[config.mk]
export PLATFORM = sky130hd
export DESIGN_NAME = prp_ram
export DESIGN_NICKNAME = d
export VERILOG_FILES = /design/src/rtl/particle_repulsion_step_assert.svh /design/src/rtl/prp_ram.sv
export SDC_FILE = /design/constraint.sdc
export NUM_CORES = 1
export LEC_CHECK = 0
export ABC_AREA = 1
export BUFFER_PORTS_ARGS = -buffer_cell sky130_fd_sc_hd__buf_4
export CAP_MARGIN = 20
export CORE_ASPECT_RATIO = 1.1
export CORE_MARGIN = 3
export CORE_UTILIZATION = 35
export CTS_CLUSTER_DIAMETER = 120
export CTS_CLUSTER_SIZE = 16
export DETAILED_ROUTE_END_ITERATION = 8
export PLACE_DENSITY = 0.49
export RECOVER_POWER = 50
export REMOVE_ABC_BUFFERS = 1
export SYNTH_ARGS = -nofsm -noshare
export SYNTH_HDL_FRONTEND = slang
export SYNTH_SLANG_ARGS = --single-unit
[constraint.sdc]
create_clock -name clk -period 4 [get_ports clk]
set_input_delay 1 -clock clk [delete_from_list [all_inputs] [get_ports clk]]
set_output_delay 1 -clock clk [all_outputs]
set_load 0.05 [all_outputs]
[src/rtl/particle_repulsion_step_assert.svh]
// ---------------------------------------------------------------------------
// Assertion macros for particle_repulsion_step
// Shared concurrent assertion forms, clocked on clk and held off in reset.
// ---------------------------------------------------------------------------
`ifndef PARTICLE_REPULSION_STEP_ASSERT_SVH
`define PARTICLE_REPULSION_STEP_ASSERT_SVH

// Implication checked at every clock edge outside reset.
`define PRP_ASSERT_IMP(lbl, ante, cons, msg) \
  lbl: assert property (@(posedge clk) disable iff (!rst_n) (ante) |-> (cons)) \
    else $error(msg);

// Implication checked in the cycle after the antecedent, outside reset.
`define PRP_ASSERT_NEXT(lbl, ante, cons, msg) \
  lbl: assert property (@(posedge clk) disable iff (!rst_n) (ante) |=> (cons)) \
    else $error(msg);

`endif

[src/rtl/prp_ram.sv]
// ---------------------------------------------------------------------------
// prp_ram
// Simple dual-port RAM, one write port and one registered read port.
// ---------------------------------------------------------------------------
module prp_ram #(
  parameter int WIDTH = 8,
  parameter int DEPTH = 64
) (
  input  logic                                clk,
  input  logic                                we,
  input  logic [(DEPTH > 1 ? $clog2(DEPTH) : 1)-1:0] waddr,
  input  logic [WIDTH-1:0]                    wdata,
  input  logic [(DEPTH > 1 ? $clog2(DEPTH) : 1)-1:0] raddr,
  output logic [WIDTH-1:0]                    rdata
);

  logic [WIDTH-1:0] mem [DEPTH];

  always_ff @(posedge clk) begin
    if (we) begin
      mem[waddr] <= wdata;
    end
    rdata <= mem[raddr];
  end

endmodule

==> After elaboration in Yosys (flattened, before gate mapping) <==
Memory sizes are Yosys's and may differ from the RTL's. A register that Yosys moved wholly into a read port is not among the register bits.
Cells that the tools add are included.
Widths: inputs -> output; s select.
{ "word_totals": {"reg_bits": 0, "latch_bits": 0, "ramBits": 512, "rom_bits": 0, "in_bits": 22, "out_inout_bits": 8, "memories": 1} }
{ "classes": {"n_addsub": 0, "n_mul": 0, "n_div": 0, "magnitude_cmp": 0, "n_eq_ne": 0, "shifts": 0, "muxes": 2, "bitwise_logic": 0, "n_reduce_logical": 0} }
{ "memory_table": {"columns": ["name", "words", "width", "rd", "rd_ports_with_merged_regs", "write_ports", "line_no", "text"], "rows": [
  ["mem", 64, 8, 1, 1, 1, "prp_ram.sv:17", "logic [WIDTH-1:0] mem [DEPTH];"]
]} }
{ "ops": {"columns": ["cell", "n"], "rows": [
  ["$mux 1", 2]
]} }

==> Logic depth before layout (Yosys ltp) <==
Gate-level depths: netlist of run 1.
{ "depth": {"word_depth": 2, "ltp_mapped": 12} }

==> Least setup slack after synthesis of run 1 <==
OpenSTA, ideal clock, no wires.
{ "synth_path": {"path_type": "input port to flip-flop", "start": "input we", "end": "memory mem[48][0], enable pin", "setup_ns": 0.395, "t_arrival_ns": 2.371, "required_time_ns": 3.605, "slack_ns": 1.234, "path_stages": 3, "path_cell_list": "clkbuf_1 nand4_1 nor4_1"} }
{ "synth_between": {"elab_chain_cells": 2} }
{ "synth_lines": {"columns": ["element", "line_no", "text"], "rows": [
  ["from (decl)", "prp_ram.sv:10", "input logic we,"],
  ["$mux 1", "prp_ram.sv:20", "if (we) begin"],
  ["$mux 1 (not written as such)", "prp_ram.sv:21", "mem[waddr] <= wdata;"],
  ["to (decl)", "prp_ram.sv:17", null]
]} }
No other way between the ends.

==> Final worst setup path of run 1 <==
{ "layout_path": {"start": "input waddr[0] (netlist name)", "end": "memory mem[9][7], enable pin"} }
{ "layout_rtl": {"columns": ["element", "line_no", "text"], "rows": [
  ["from (decl)", "prp_ram.sv:11", "input logic [(DEPTH > 1 ? $clog2(DEPTH) : 1)-1:0] waddr,"]
]} }
Straight into the memory's write port.

==> flow_summary.yaml, run 1 <==
status:
  outcome: "finished with violations"
  violations: "max-capacitance violations, max-slew violations"
floorplan:
  core_area_um2: 60100
  ios: 30
  start_util_pct: 35.5
  die_y_um: 265
  fp.dieW_um: 241
  rows: 94
  dieArea_um2: 64000
logic_synthesis:
  avgSynthCellArea_um2: 11.8
  synth_area_um2: 21300
  synthSimpleGateAreaFrac_pct: 23.2
  synth-main-ff-cell: "edfxtp_1"
  yosysTopAreaCell: "edfxtp_1"
  synth_xor_area_share_pct: 0
  synth_edf_count: 512
  synth_top_family_by_area: "simple AND/OR/NAND/NOR gates"
  ys_ff_latch: 520
  muxShareOfSynthArea_pct: 0
  syn_inst: 1805
  synth-async-reset-ratio_pct: 0
  yosys_warnings: 0
  synth.distinct_cells: 16
  yosys-top-cells-area: "edfxtp_1 (72%), nand2_1 (11%), nand3_1 (10%), buf_6 (1.8%), nor2_1 (0.99%)"
  synth_compound_gate_area_share_pct: 0
  synth-seq-area-share_pct: 72.8
  synthAdderAreaFrac_pct: 0
  synth_top_area_share_pct: 72.0
timing:
  finalCriticalPeriod_ps: 2630
  fin_skew_ps: 30.1
  slew_viol_final: 521
  setup_ws_ps: 1370
  rsz0062_at_grt: "false"
  relSlewSlack_pct: -15.8
  hold_ws_ps: 767
  maxClockFrequency_mhz: 380
  setup-violations-final: 0
  tns_ps: 0
  worstMarginPinSlew_ps: 1740
  finalCritPeriodShare_pct: 65.8
  timing.final.hold_violations: 0
pwr:
  irDropWorstVdd_v: 0.000348
  fin_total_pwr_uw: 10500
  power_density_nw_per_um2: 445
  p_leak_uw: 0.00835
final_layout:
  final_cells: 2686
  area_growth_syn_to_layout_pct: 10.3
  multiInputGateArea_um2: 4950
  drive_gt1_share_pct: 7.98
  fillCellCount: 5784
  final_nets: 1862
  regArea_um2: 15500
place:
  pre_cts_slack_ps: 821
  placed_cells: 2616
  io_buffers: 29
  gp_congestion: 0.779
  dp_hpwl_mm: 33.6
grt:
  grt_pass1_wl_mm: 88.0
  grt_max_degree: 129
  grt-ovfl-total: 0
  track_usage_pct: 18.5
  antenna_found_initial: 1
  grt_pass1_vias: 13400
clock_network:
  cts_root_buf: "clkbuf_16"
  cts-resized-gates: 0
  cts_tree: "done"
  cts_buffers: 38
  cts_buffer_depth: 3
  clkSinkCount: 520
  clk_transition_reported_paths_ps: 70
  ctsHtreeMaxLevel: 2
  postCtsHoldBufs: 0
  clock_latency_ps: 570
  post-cts-setup-buffers: 0
hold_path:
  hold_path_class: "primary input to flip-flop"
worst_setup_path:
  ff2ff_setup_slack_ps: 2570
  cp.required_ps: 4180
  end_kind: "flip-flop"
  cp-start-kind: "primary input"
  cp.arrival_ps: 2820
  path_class: "primary input to flip-flop"
  crit_path_max_fanout: 9
flow_run:
  drv_cap: 8
detailed_routing:
  routed_wl_mm: 58.6
  viasPerCell: 5.08
  vias: 13600
  drt.antenna.violating_nets: 0
  wl_per_cell_um: 21.8
  drt_iter0_markers: 1159
  drt-pass1-iter-count: 5
  drc: 0
## cells in the mapped netlist (2+ instances only)
master / instances
buf_2: 37
dfxtp_1: 8
inv_1: 10
nor2_1: 56
buf_1: 10
clkbuf_1: 15
nand4_1: 9
buf_8: 2
nand3_1: 439
buf_6: 35
buf_4: 14
nor4_1: 8
edfxtp_1: 512
nand2_1: 648
## critical path, cell delays in order
cell,delay (ps)
clkbuf_1,300
nand4_1,650
nor2_1,870
## routing by layer
layer	part of all wire (%)	global-route usage, %	vias up
li1	-	-	6408
met1	46	27.0	6800
met2	46	29.1	349
met3	5.1	2.71	84
met4	2.5	4.99	0
met5	0	0	-
## flip-flops by register name, indices dropped and copies added (netlist names)
| register | flops |
|---|---|
| mem | 512 |
| rdata | 8 |
## placed cells by master (no fill, tap or decap)
master / count
buf_4: 88
dfxtp_1: 8
edfxtp_1: 512
clkbuf_8: 1
inv_4: 1
nor2_1: 56
nor4_1: 8
inv_1: 9
buf_12: 8
nand2_1: 648
inv_6: 2
nand3_1: 439
inv_8: 1
nand4_1: 9
clkbuf_16: 39
inv_2: 1
clkbuf_1: 30
clkbuf_2: 8
diode_2: 2
## cell families (layout without fill, tap and decap cells)
kind of cell | after synthesis | count (layout)
simple gates | 1160 | 1160
flops | 520 | 520
other cells | 0 | 2
buf+inv | 125 | 188
## layout make-up
cell class / count / share of cell area, %
diodes: 2 / 0.0213
clock inverters: 2 / 0.0744
repair buffers: 108 / 3.76
multi-input cells: 1160 / 21.0
inverters: 12 / 0.234
well taps: 816 / 4.34
flip-flops and latches: 520 / 66.0
clock buffers: 66 / 4.58
## through the flow
step / cell area [um^2] / util [%]
floorplan: 20500 / -
global placement: 22500 / 37.4
detailed placement: 22500 / 37.4
CTS: 23600 / 39.2
global route: 23500 / 39.2
finish: 23500 / 39.2
## power by group
part	internal [uW]	leakage (uW)	switching (uW)	total, uW
Combinational	182	0.00315	579	761
Clock	1840	0.000522	1820	3670
Sequential	6030	0.00467	28.7	6060
Total	8050	0.00835	2430	10500
## worst paths after layout
kind | end | cells after the start | from
hold reg to reg | rdata[2] | 8 | mem[14][2]
setup reg to reg | rdata[3] | 8 | mem[2][3]
setup / recovery | mem[9][7] | 3 | waddr[0]
hold / removal | rdata[4] | 3 | raddr[5]
Power figures use the tool's default switching activity.
==> run 2, diff against run 1 <==
- PLACE_DENSITY: 0.49 -> 0.51
- clock period: 4 -> 2.3 ns (I/O delays scaled with it)
==> flow_summary.yaml, run 2 (synthesis gave the netlist of run 1 again) <==
status:
  outcome: "finished with violations"
  violations: "max-capacitance violations, max-slew violations"
worst_setup_path:
  end_kind: "flip-flop"
  path_class: "primary input to flip-flop"
  path_cells: "clkbuf_1 > clkbuf_2"
  crit_path_start: "wdata[7]"
  slowest_stage: "clkbuf_1"
  crit_path_max_fanout: 25
  cp.required_ps: 2640
  worst-path-stages: 2
  timing.rr.end: "rdata[5]"
  r2r-start: "mem[45][5]"
  ff2ff_setup_slack_ps: 880
  slowest_delay_ps: 1210
  worstRegToRegCells: 8
  cp-start-kind: "primary input"
  cp_top_family: "buffers and inverters"
  crit_buf_inv: 2
  crit_end: "mem[3][7]"
  cp.arrival_ps: 2320
clock_network:
  clock_latency_ps: 570
  clkSinkCount: 520
  ctsHtreeMaxLevel: 2
  postCtsHoldBufs: 0
  post-cts-setup-buffers: 0
  cts-resized-gates: 0
  cts_root_buf: "clkbuf_16"
  cts_buffers: 38
  cts_buffer_depth: 3
  clk_transition_reported_paths_ps: 70
  cts_tree: "done"
final_layout:
  area_growth_syn_to_layout_pct: 13.1
  largest_register_ffs: 512
  top_register: "mem"
  layout_common_cells: "nand2_1 (648), edfxtp_1 (512), nand3_1 (439)"
  final_cells: 2735
  final_nets: 1916
  fillCellCount: 5704
  layout_commonest_cell: "nand2_1"
  top_regs: "mem (512), rdata (8)"
  drive_gt1_share_pct: 10.1
pwr:
  irDropWorstVdd_v: 0.000591
  power_density_nw_per_um2: 763
  p_leak_uw: 0.00865
detailed_routing:
  drt-pass1-iter-count: 5
  drc: 0
  drt.antenna.violating_nets: 0
  wl_per_cell_um: 21.3
  drt_iter0_markers: 1246
  routed_wl_mm: 58.4
  vias: 13800
  viasPerCell: 5.06
place:
  dp_hpwl_mm: 36.0
  gp_congestion: 0.828
  io_buffers: 29
  placed_cells: 2670
grt:
  track_usage_pct: 18.4
  grt_pass1_wl_mm: 87.5
  grt_max_degree: 67
  antenna_found_initial: 0
  grt_pass1_vias: 13400
  grt-ovfl-total: 0
timing:
  timing.final.hold_violations: 0
  tns_ps: 0
  maxClockFrequency_mhz: 505
  slew_viol_final: 212
  worstMarginPinSlew_ps: 1830
  finalCriticalPeriod_ps: 1980
  relSlewSlack_pct: -22.3
  setup-violations-final: 0
  fin_skew_ps: 19.9
  finalCritPeriodShare_pct: 86.1
  rsz0062_at_grt: "false"
floorplan:
  fp.dieW_um: 241
  core_area_um2: 60100
  start_util_pct: 35.5
  die_y_um: 265
  dieArea_um2: 64000
  ios: 30
  rows: 94
hold_path:
  hold_path_class: "primary input to flip-flop"
flow_run:
  drv_cap: 5
run 2: power breakdown:
part	internal [uW]	switching (uW)
combinational	390	1030
clock	3300	3160
sequential	10500	37.8
run 2: final cells by class:
| class | instances | area [um^2] | area share [%] |
|---|---|---|---|
| flip-flops and latches | 520 | 15500 | 64.4 |
| clock inverters | 1 | 8.76 | 0.0363 |
| diodes | 1 | 2.50 | 0.0104 |
| repair buffers | 162 | 1450 | 6.00 |
| clock buffers | 63 | 1110 | 4.60 |
| multi-input cells | 1160 | 4950 | 20.5 |
| well taps | 816 | 1020 | 4.23 |
| inverters | 12 | 55.1 | 0.228 |
run 2: metrics by stage:
| step | setup WS (ps) | total power (uW) | hold WS, ps | util (%) | cell area, um^2 |
|---|---|---|---|---|---|
| global placement | -87.3 | 12200 | 827 | 38.4 | 23100 |
| detailed placement | -91.2 | 12200 | 806 | 38.4 | 23100 |
| finish | 321 | 18400 | 345 | 40.1 | 24100 |
| floorplan | -792 | 11300 | 674 | - | 20500 |
| global route | 213 | 19100 | 334 | 40.1 | 24100 |
| CTS | 410 | 18600 | 315 | 40.3 | 24200 |
run 2: worst register-to-register path, cell delays in order, from the launching register on:
cell and delay, ps:
edfxtp_1 380, nand2_1 80, nand3_1 90, nand3_1 130, nand2_1 110, nand2_1 80, nand3_1 110, nand3_1 240
nand2_1 90
run 2: worst min-delay path by stage:
| stage | slack [ps] | from | to | cells past startpoint |
|---|---|---|---|---|
| CTS | 310 | raddr[5] | rdata[2] | 3 |
| global route | 330 | raddr[5] | rdata[2] | 3 |
| finish | 350 | raddr[5] | rdata[2] | 3 |
| global placement | 830 | mem[34][2] | rdata[2] | 8 |
| floorplan | 670 | wdata[0] | mem[0][0] | 0 |
| detailed placement | 810 | mem[21][0] | rdata[0] | 8 |
run 2: per-layer routing:
metal | GRT usage [%] | up-vias | share of wire, %
met5 | 0 | - | 0
met4 | 6.20 | 0 | 3.0
met3 | 2.91 | 80 | 5.4
met2 | 28.7 | 374 | 47
met1 | 26.3 | 6879 | 45
li1 | - | 6506 | -
